===== src/hw/rtl/wsts_pkg.sv =====
// Package: constants, types and rank lookup for the worst status token scan.
package wsts_pkg;

  localparam int MAX_LEVELS = 8;
  localparam int CHAR_W     = 8;
  localparam int RANK_W     = 3;
  localparam int SEV_W      = MAX_LEVELS * CHAR_W;
  localparam int LVLCNT_W   = 4;
  localparam int CFG_IDX_W  = 4;
  localparam int CFG_DATA_W = 64;

  localparam logic [CHAR_W-1:0] SEP_CHAR   = 8'h2F;
  localparam logic [CHAR_W-1:0] COLON_CHAR = 8'h3A;
  localparam logic [CHAR_W-1:0] LETTER_E   = 8'h45;

  typedef enum logic [CFG_IDX_W-1:0] {
    CFG_SEVERITY  = 4'd0,
    CFG_LEVELS    = 4'd1,
    CFG_UNKNOWN   = 4'd2,
    CFG_UNDEFINED = 4'd3
  } cfg_idx_t;

  typedef enum logic [1:0] {
    TOK_EMPTY = 2'd0,
    TOK_ONE   = 2'd1,
    TOK_COLON = 2'd2,
    TOK_PLAIN = 2'd3
  } tok_pos_t;

  typedef struct packed {
    logic              found;
    logic [RANK_W-1:0] rank;
  } rank_t;

  function automatic logic [CHAR_W-1:0] letter_at(input logic [SEV_W-1:0] sev,
                                                  input logic [RANK_W-1:0] idx);
    return sev[idx*CHAR_W +: CHAR_W];
  endfunction

  function automatic logic [RANK_W-1:0] last_index(input logic [LVLCNT_W-1:0] cnt);
    logic [RANK_W-1:0] r;
    if (cnt == '0) begin
      r = '0;
    end else if (cnt >= LVLCNT_W'(MAX_LEVELS)) begin
      r = RANK_W'(MAX_LEVELS - 1);
    end else begin
      r = RANK_W'(cnt - LVLCNT_W'(1));
    end
    return r;
  endfunction

  // first position of c among the letters in use
  function automatic rank_t find_rank(input logic [SEV_W-1:0]  sev,
                                      input logic [RANK_W-1:0] last_idx,
                                      input logic [CHAR_W-1:0] c);
    rank_t r;
    r.found = 1'b0;
    r.rank  = '0;
    for (int i = MAX_LEVELS - 1; i >= 0; i--) begin
      if ((RANK_W'(i) <= last_idx) && (sev[i*CHAR_W +: CHAR_W] == c)) begin
        r.found = 1'b1;
        r.rank  = RANK_W'(i);
      end
    end
    return r;
  endfunction

endpackage


===== src/hw/rtl/worst_status_token_scan.sv =====
// Top level: worst status token scan over a byte stream with config registers.
// A last-of-string transaction passes the stage-1 input register, then the result register.
// Throughput: one transaction per cycle while the input is not stalled; the rank lookup is eight parallel compares.
// Input stalls only when a last-of-string transaction waits on a full result register.
// Reset: synchronous, active low; config returns to defaults and the scan re-arms.
// Any config write re-arms the scan state from the new register values.
module worst_status_token_scan
  import wsts_pkg::*;
(
  input  logic                  clk,
  input  logic                  rst_n,
  input  logic                  in_valid,
  output logic                  in_ready,
  input  logic [CHAR_W-1:0]     in_byte_value,
  input  logic                  in_has_byte,
  input  logic                  in_is_last,
  input  logic                  in_eval_failed,
  output logic                  out_valid,
  input  logic                  out_ready,
  output logic [CHAR_W-1:0]     out_worst_char,
  input  logic                  cfg_we,
  input  logic [CFG_IDX_W-1:0]  cfg_index,
  input  logic [CFG_DATA_W-1:0] cfg_wdata
);

  logic [SEV_W-1:0]    sev_r;
  logic [LVLCNT_W-1:0] lvl_cnt_r;
  logic [CHAR_W-1:0]   unk_char_r;
  logic [CHAR_W-1:0]   undef_char_r;

  logic                s1_valid_r;
  logic [CHAR_W-1:0]   s1_byte_r;
  logic                s1_has_r;
  logic                s1_last_r;
  logic                s1_fail_r;

  tok_pos_t            tok_pos_r, tok_pos_nxt;
  logic [CHAR_W-1:0]   tok_first_r, tok_first_nxt;
  logic [RANK_W-1:0]   worst_rank_r;
  logic                fresh_r;
  logic                failed_r;

  logic                out_valid_r;
  logic [CHAR_W-1:0]   out_char_r, out_char_nxt;

  logic                out_free;
  logic                s1_adv;
  logic [RANK_W-1:0]   last_idx;
  rank_t               init_rank;
  logic [RANK_W-1:0]   eff_worst;
  logic                is_sep;
  rank_t               r1, r2;
  logic [RANK_W-1:0]   w1, w2;
  logic                fail_a;

  assign out_free  = !out_valid_r || out_ready;
  assign s1_adv    = s1_valid_r && (!s1_last_r || out_free);
  assign in_ready  = !s1_valid_r || s1_adv;

  assign last_idx  = last_index(lvl_cnt_r);
  assign init_rank = find_rank(sev_r, last_idx, letter_at(sev_r, last_idx));
  assign eff_worst = fresh_r ? init_rank.rank : worst_rank_r;
  assign is_sep    = s1_has_r && (s1_byte_r == SEP_CHAR);
  assign fail_a    = failed_r || s1_fail_r;

  assign r1 = find_rank(sev_r, last_idx,
                        (tok_pos_r == TOK_COLON) ? tok_first_r : unk_char_r);
  assign w1 = (is_sep && r1.found && (r1.rank < eff_worst)) ? r1.rank : eff_worst;

  always_comb begin
    tok_pos_nxt   = tok_pos_r;
    tok_first_nxt = tok_first_r;
    if (s1_has_r) begin
      if (is_sep) begin
        tok_pos_nxt   = TOK_EMPTY;
        tok_first_nxt = '0;
      end else begin
        case (tok_pos_r)
          TOK_EMPTY: begin
            tok_pos_nxt   = TOK_ONE;
            tok_first_nxt = s1_byte_r;
          end
          TOK_ONE: begin
            tok_pos_nxt = (s1_byte_r == COLON_CHAR) ? TOK_COLON : TOK_PLAIN;
          end
          default: begin
            tok_pos_nxt = tok_pos_r;
          end
        endcase
      end
    end
  end

  assign r2 = find_rank(sev_r, last_idx,
                        (tok_pos_nxt == TOK_COLON) ? tok_first_nxt : unk_char_r);
  assign w2 = (r2.found && (r2.rank < w1)) ? r2.rank : w1;

  assign out_char_nxt = fail_a ? undef_char_r : letter_at(sev_r, w2);

  always_ff @(posedge clk) begin
    if (!rst_n) begin
      sev_r        <= '0;
      lvl_cnt_r    <= LVLCNT_W'(1);
      unk_char_r   <= LETTER_E;
      undef_char_r <= LETTER_E;
    end else if (cfg_we) begin
      case (cfg_index)
        CFG_SEVERITY:  sev_r        <= cfg_wdata[SEV_W-1:0];
        CFG_LEVELS:    lvl_cnt_r    <= cfg_wdata[LVLCNT_W-1:0];
        CFG_UNKNOWN:   unk_char_r   <= cfg_wdata[CHAR_W-1:0];
        CFG_UNDEFINED: undef_char_r <= cfg_wdata[CHAR_W-1:0];
        default: begin
        end
      endcase
    end
  end

  always_ff @(posedge clk) begin
    if (!rst_n) begin
      s1_valid_r <= 1'b0;
    end else if (in_ready) begin
      s1_valid_r <= in_valid;
    end
  end

  always_ff @(posedge clk) begin
    if (in_ready && in_valid) begin
      s1_byte_r <= in_byte_value;
      s1_has_r  <= in_has_byte;
      s1_last_r <= in_is_last;
      s1_fail_r <= in_eval_failed;
    end
  end

  // scan state: re-arm on reset, config write or end of string
  always_ff @(posedge clk) begin
    if (!rst_n || cfg_we || (s1_adv && s1_last_r)) begin
      tok_pos_r    <= TOK_EMPTY;
      tok_first_r  <= '0;
      failed_r     <= 1'b0;
      fresh_r      <= 1'b1;
      worst_rank_r <= '0;
    end else if (s1_adv) begin
      tok_pos_r    <= tok_pos_nxt;
      tok_first_r  <= tok_first_nxt;
      failed_r     <= fail_a;
      fresh_r      <= 1'b0;
      worst_rank_r <= w1;
    end
  end

  always_ff @(posedge clk) begin
    if (!rst_n) begin
      out_valid_r <= 1'b0;
    end else if (s1_adv && s1_last_r) begin
      out_valid_r <= 1'b1;
    end else if (out_ready) begin
      out_valid_r <= 1'b0;
    end
  end

  always_ff @(posedge clk) begin
    if (s1_adv && s1_last_r) begin
      out_char_r <= out_char_nxt;
    end
  end

  assign out_valid      = out_valid_r;
  assign out_worst_char = out_char_r;

endmodule


===== config.mk =====
export PLATFORM = sky130hd
export DESIGN_NAME = worst_status_token_scan
export DESIGN_NICKNAME = d
export VERILOG_FILES = /design/src/hw/rtl/wsts_pkg.sv /design/src/hw/rtl/worst_status_token_scan.sv
export SDC_FILE = /design/constraint.sdc
export NUM_CORES = 1
export LEC_CHECK = 0
export BUFFER_PORTS_ARGS = -buffer_cell sky130_fd_sc_hd__buf_2
export CAP_MARGIN = 20
export CORE_MARGIN = 2
export CORE_UTILIZATION = 45
export CTS_CLUSTER_SIZE = 28
export DETAILED_ROUTE_END_ITERATION = 10
export GPL_TIMING_DRIVEN = 0
export PLACE_DENSITY = 0.66
export SLEW_MARGIN = 25
export SYNTH_ARGS = -nofsm -noshare
export SYNTH_HDL_FRONTEND = slang
export SYNTH_SLANG_ARGS = --single-unit

===== constraint.sdc =====
create_clock -name clk -period 7.4 [get_ports clk]
set_input_delay 0.74 -clock clk [delete_from_list [all_inputs] [get_ports clk]]
set_output_delay 0.74 -clock clk [all_outputs]
set_load 0.05 [all_outputs]

==> results of run 1 <==
[stage by stage]
stage | cells | worst slack, ns
2_1_floorplan | 1230 | 0.560
3_3_place_gp | 1608 | -0.711
3_5_place_dp | 1608 | -0.700
4_1_cts | 1647 | 0.0141
5_1_grt | 1654 | -0.0477
6_report | 1654 | 0.177
[final timing paths]
| path | start | end | slack, ns | cells past startpoint |
|---|---|---|---|---|
| worst min-delay path | failed_r | failed_r | 0.47 | 2 |
| worst min register to register | failed_r | failed_r | 0.47 | 2 |
| worst max register to register | lvl_cnt_r[0] | out_worst_char[0] | 0.18 | 32 |
| worst max-delay path | lvl_cnt_r[0] | out_worst_char[0] | 0.18 | 32 |
[worst max-delay path: cells and delay by family (launching register included)]
kind	cells	cell delay, ns
fa+ha+maj	3	0.91
mux	2	0.66
compound gates	12	2.43
buf+inv	7	0.89
simple gates	7	1.53
xor+xnor	1	0.15
flops	1	0.40
[cell usage after synthesis, drive strengths merged, types with 14 or more instances]
library cell | n | area, sq um
a21boi | 66 | 495
nand3 | 29 | 173
o221ai | 15 | 138
a31oi | 20 | 140
mux2i | 48 | 584
nand2 | 168 | 631
nor3 | 31 | 160
o31ai | 19 | 175
mux2 | 17 | 210
nor2b | 19 | 121
inv | 39 | 146
a21oi | 37 | 189
nor4 | 30 | 230
edfxtp | 19 | 571
xnor2 | 116 | 1020
a211oi | 27 | 240
o22ai | 21 | 150
clkbuf | 52 | 259
o21ai | 24 | 143
o211ai | 14 | 124
dfxtp | 101 | 2020
xor2 | 41 | 359
nor2 | 47 | 191
buf | 67 | 443
[cell type report]
class	instances	area, sq um	share of cell area (%)
plain buffers	121	762	6.29
clock buffers	17	425	3.51
clock inverters	15	174	1.44
inverters	40	150	1.24
multi-input cells	949	7080	58.4
flip-flops and latches	120	2600	21.4
well taps	285	357	2.94
repair buffers	107	571	4.71
[logic make-up after synthesis]
kind of cell	Yosys count
AOI/OAI and AO/OA	322
DFF	120
muxes	65
xor gates and xnor gates	157
adders and majority gates	7
and+or+nand+nor	398
buffers and inverters	161
[registers in the layout (all words and copies together) (netlist names)]
register and count:
s1_valid_r 1, s1_has_r 1, lvl_cnt_r 4, worst_rank_r 3, failed_r 1, tok_pos_r 2
out_valid 1, s1_byte_r 8, s1_fail_r 1, undef_char_r 8, s1_last_r 1, unk_char_r 8
sev_r 64, tok_first_r 8, fresh_r 1, out_worst_char 8
[routing by layer]
metal	routed length, microns	vias up	share of wire [%]
li1	-	4693	-
met1	16800	4901	39
met2	17600	798	41
met3	5170	185	12
met4	3040	0	7.1
met5	0	-	0
[repair_timing]
action                                  CTS  global route
setup buffers                             7             7
endpoints found under the setup margin    8             8
pin swaps                                 4             4
gates resized for setup                  17            24
gates cloned                              0             0
hold endpoints to repair                  0             0
[power by group]
group	total, uW	switching [uW]	internal (uW)
clock network	883	399	483
logic	364	209	155
registers	691	13.3	678
total	1940	622	1320
==> impl_metrics.toml, run 1 <==
[floorplan]
die_x_microns = 156
dieHeight_microns = 156
num_rows = 55
die_area_sq_um = 24300
core_sq_um = 22600
initial_utilization_pct = 45.9
ios = 94

[global_route]
grt_max_degree = 17
grtUsageMet3_pct = 7.92
globalRouteMet2Util_pct = 51.6
grt.busiest_layer = "met2"
use_met1_pct = 46.2
grt-ovfl-total = 0
track_usage_pct = 34.9
first_global_vias = 9811
grt_pass1_wl_microns = 62500
antenna_found_initial = 0

[clocking]
clock-sinks = 120
cts.path.max_buffers = 2
cts_buffers = 17
path_clk_slew_ns = 0.07
htreeDepth = 4
clkLatencyLatePin_ns = 0.44
holdBufCountCts = 0
cts_tree = "yes"
cts-root-buf = "clkbuf_16"

[yosys]
syn_nets = 1319
syn_avg_cell_area_sq_um = 8.45
postSynthCellCount = 1230
synth_top_family_by_area = "compound AO/OA/AOI/OAI gates"
synth_cell_types = 122
synthesis.area_sq_um = 10400
muxShareOfSynthArea_pct = 7.64
synth_edf_count = 19
synth-simple-area-share_pct = 20.3
synthFlopType = "dfxtp_1"
synthArstFlopShare_pct = 0
synth_seq_cells = 120
ys_seq_area_share_pct = 24.9
synth_fa_ha_area_share_pct = 0.794
synth_xor_area_share_pct = 13.2
yosys_warnings = 0
synth_compound_area_share_pct = 24.5

[critical_path]
arrival_ns = 7.39
cp-start-kind = "flop"
crit_path_frequent_cell = "ha_1"
required_ns = 7.57
cp_slowest_cell = "or3b_4"
criticalPathCategory = "reg -> reg"
crit_path_end_kind = "flop"
cp_slowest_stage_delay_ns = 0.43
path_max_fanout = 10

[final_layout]
drive_above_1_share_pct = 22.3
final_common_cell = "nand2_1"
diodes = 0
nFillCells = 2119
area_delta_synth_final_pct = 16.5
stdcell_area_sq_um = 12100
utilization_pct = 53.5
fin_nets = 1445
final_cell_mix = "nand2_1 (166), xnor2_1 (116), buf_2 (107)"

[worst_hold_path]
hp-class = "reg -> reg"

[timing]
finalCritPeriodShare_pct = 97.6
report.final.setup_viol = 0
period_minus_slack_ns = 7.22
hold_violations = 0
hold_ws_ns = 0.468
slew_headroom_pct = 35.6
max_clock_freq_ghz = 0.138
fin_skew_ns = 0.0191
finalSetupTns_ns = 0
slew_violations = 0
max_slew.worst_pin.slew_ns = 0.966

[routing]
viasPerCell = 6.39
wl_per_cell_microns = 25.7
drtAntennaViolNets = 0
firstDrtPassIters = 6
drt-initial-drc-count = 1634
routed_wl_microns = 42600
drc_errors = 0
num_vias = 10577

[power]
p_per_area_nw_per_um2 = 160
total_power_uw = 1940
ir_drop_uv = 120
p_leak_uw = 0.00464

[placed_design]
place_area_sq_um = 11200
dp_hpwl_microns = 31300
place_congestion = 1.07
portBuffers = 93

[job]
max_cap_viol_count = 0

[outcome]
status = "finished, final reports clean"
Note: power is estimated with default switching activity, not from simulation.
==> run 2, diff against run 1 <==
--- a/config.mk
+++ b/config.mk
@@ -13,6 +13,7 @@
 export DETAILED_ROUTE_END_ITERATION = 10
 export GPL_TIMING_DRIVEN = 0
 export PLACE_DENSITY = 0.66
+export SKIP_CTS_REPAIR_TIMING = 1
 export SLEW_MARGIN = 25
 export SYNTH_ARGS = -nofsm -noshare
 export SYNTH_HDL_FRONTEND = slang
==> constraint.sdc (replaced) <==
create_clock -name clk -period 6.3 [get_ports clk]
set_input_delay 0.63 -clock clk [delete_from_list [all_inputs] [get_ports clk]]
set_output_delay 0.63 -clock clk [all_outputs]
set_load 0.05 [all_outputs]
==> impl_metrics.toml, run 2 (synthesized netlist as in run 1, its figures left out) <==
[placed_design]
dp_hpwl_microns = 32200
place_congestion = 1.04
portBuffers = 93
place_area_sq_um = 11400

[final_layout]
multiInputGateArea_sq_um = 7450
fin_nets = 1474
seqCellArea_sq_um = 2600
final_common_cell = "nand2_1"
nFillCells = 2069
drive_above_1_share_pct = 27.0
stdcell_area_sq_um = 12800
utilization_pct = 56.4
largest_reg_flops = 64
final_cell_mix = "nand2_1 (164), xnor2_1 (112), buf_2 (104)"
area_delta_synth_final_pct = 22.8
regMostFlops = "sev_r"

[global_route]
track_usage_pct = 35.6
use_met1_pct = 45.3
grt_pass1_wl_microns = 63500
grt-ovfl-total = 0
grt_max_degree = 17
antenna_found_initial = 2
grtUsageMet3_pct = 8.22
globalRouteMet2Util_pct = 55.1
grt.busiest_layer = "met2"
first_global_vias = 10084

[floorplan]
num_rows = 55
core_sq_um = 22600
ios = 94
dieHeight_microns = 156
die_x_microns = 156
die_area_sq_um = 24300
initial_utilization_pct = 45.9

[routing]
viasPerCell = 6.41
firstDrtPassIters = 7
drc_errors = 0
wl_per_cell_microns = 26.2
routed_wl_microns = 44100
drtAntennaViolNets = 0
drt-initial-drc-count = 1362
num_vias = 10787

[outcome]
violations = "setup timing"
status = "finished with violations"

[timing]
report.final.setup_viol = 8
rsz0062_at_grt = "yes"
hold_violations = 0
max_slew.worst_pin.slew_ns = 0.975
fin_ws_ns = -0.683
fin_skew_ns = 0.0199
hold_ws_ns = 0.359
slew_violations = 0
max_clock_freq_ghz = 0.143
period_minus_slack_ns = 6.98
finalCritPeriodShare_pct = 111
slew_headroom_pct = 35.0

[critical_path]
r2r_start = "lvl_cnt_r[0]"
cp_slowest_cell = "or3b_4"
cp-start-kind = "flop"
rrSetupSlack_ns = -0.68
rr_worst_depth = 33
arrival_ns = 7.16
cp_slowest_stage_delay_ns = 0.44
r2r_end = "out_worst_char[0]"
crit_path_end_kind = "flop"
critPathCapture = "out_worst_char[0]"
startpoint = "lvl_cnt_r[0]"
required_ns = 6.48
criticalPathCategory = "reg -> reg"
path_max_fanout = 8

[worst_hold_path]
hp-class = "in -> reg"

[clocking]
cts-root-buf = "clkbuf_16"
clock-sinks = 120
cts.path.max_buffers = 2
htreeDepth = 4
clkLatencyLatePin_ns = 0.44
path_clk_slew_ns = 0.06
cts_tree = "yes"
cts_buffers = 17

[power]
ir_drop_uv = 203
p_leak_uw = 0.00488
p_per_area_nw_per_um2 = 178

[job]
max_cap_viol_count = 0
-- run 2: changes by cell type in the layout (fill, tap and decap cells not counted), sizes merged --
cell	before	now
buf	173	201
inv	49	43
clkinv	4	7
clkbuf	70	72
clkinvlp	1	3
diode	0	1
-- run 2: stage by stage --
stage	std cells	setup slack, ns	TNS, ns	power [uW]
floorplan	1230	0.00651	0	1110
global placement	1608	-1.20	-8.25	1240
detailed placement	1608	-1.22	-8.23	1240
CTS	1640	-1.29	-8.68	2190
global route	1684	-0.774	-6.04	2340
finish	1684	-0.683	-5.22	2270
-- run 2: metal layers --
| metal | routed length (microns) | share of wire (%) | vias to the layer above |
|---|---|---|---|
| met1 | 17100 | 39 | 5071 |
| met3 | 4780 | 11 | 234 |
| met2 | 19200 | 43 | 717 |
| met4 | 3030 | 6.9 | 2 |
| met5 | 16 | 0.036 | - |
| li1 | - | - | 4763 |
-- run 2: layout make-up --
| cell class | count | share of cell area (%) |
|---|---|---|
| Sequential cell | 120 | 20.4 |
| Timing Repair Buffer | 137 | 6.68 |
| Tap cell | 285 | 2.79 |
| Inverter | 40 | 1.22 |
| Antenna cell | 1 | 0.0196 |
| Buffer | 120 | 6.29 |
| Clock inverter | 14 | 0.970 |
| Multi-Input combinational cell | 949 | 58.3 |
| Clock buffer | 18 | 3.36 |
-- run 2: critical path: cells and delay by family, from the launching register on --
| kind | cells | cell delay [ns] |
|---|---|---|
| AOI/OAI and AO/OA | 9 | 1.90 |
| and+or+nand+nor | 8 | 1.87 |
| buffers and inverters | 10 | 1.13 |
| adders and majority gates | 3 | 0.67 |
| muxes | 2 | 0.61 |
| DFF | 1 | 0.39 |
| xor gates and xnor gates | 1 | 0.13 |
-- run 2: how the worst min path moves through the flow --
| stage | startpoint | endpoint | slack, ns | cells after the start |
|---|---|---|---|---|
| floorplan | failed_r | failed_r | 0.43 | 2 |
| global placement | failed_r | failed_r | 0.44 | 2 |
| finish | in_has_byte | s1_has_r | 0.36 | 1 |
| CTS | in_has_byte | s1_has_r | 0.36 | 1 |
| global route | in_byte_value[4] | s1_byte_r[4] | 0.36 | 1 |
| detailed placement | failed_r | failed_r | 0.46 | 2 |
-- run 2: power breakdown --
group / switching (uW) / internal [uW] / total [uW]
combinational: 285 / 213 / 499
sequential: 15.1 / 797 / 812
clock: 420 / 544 / 964
total: 720 / 1550 / 2270
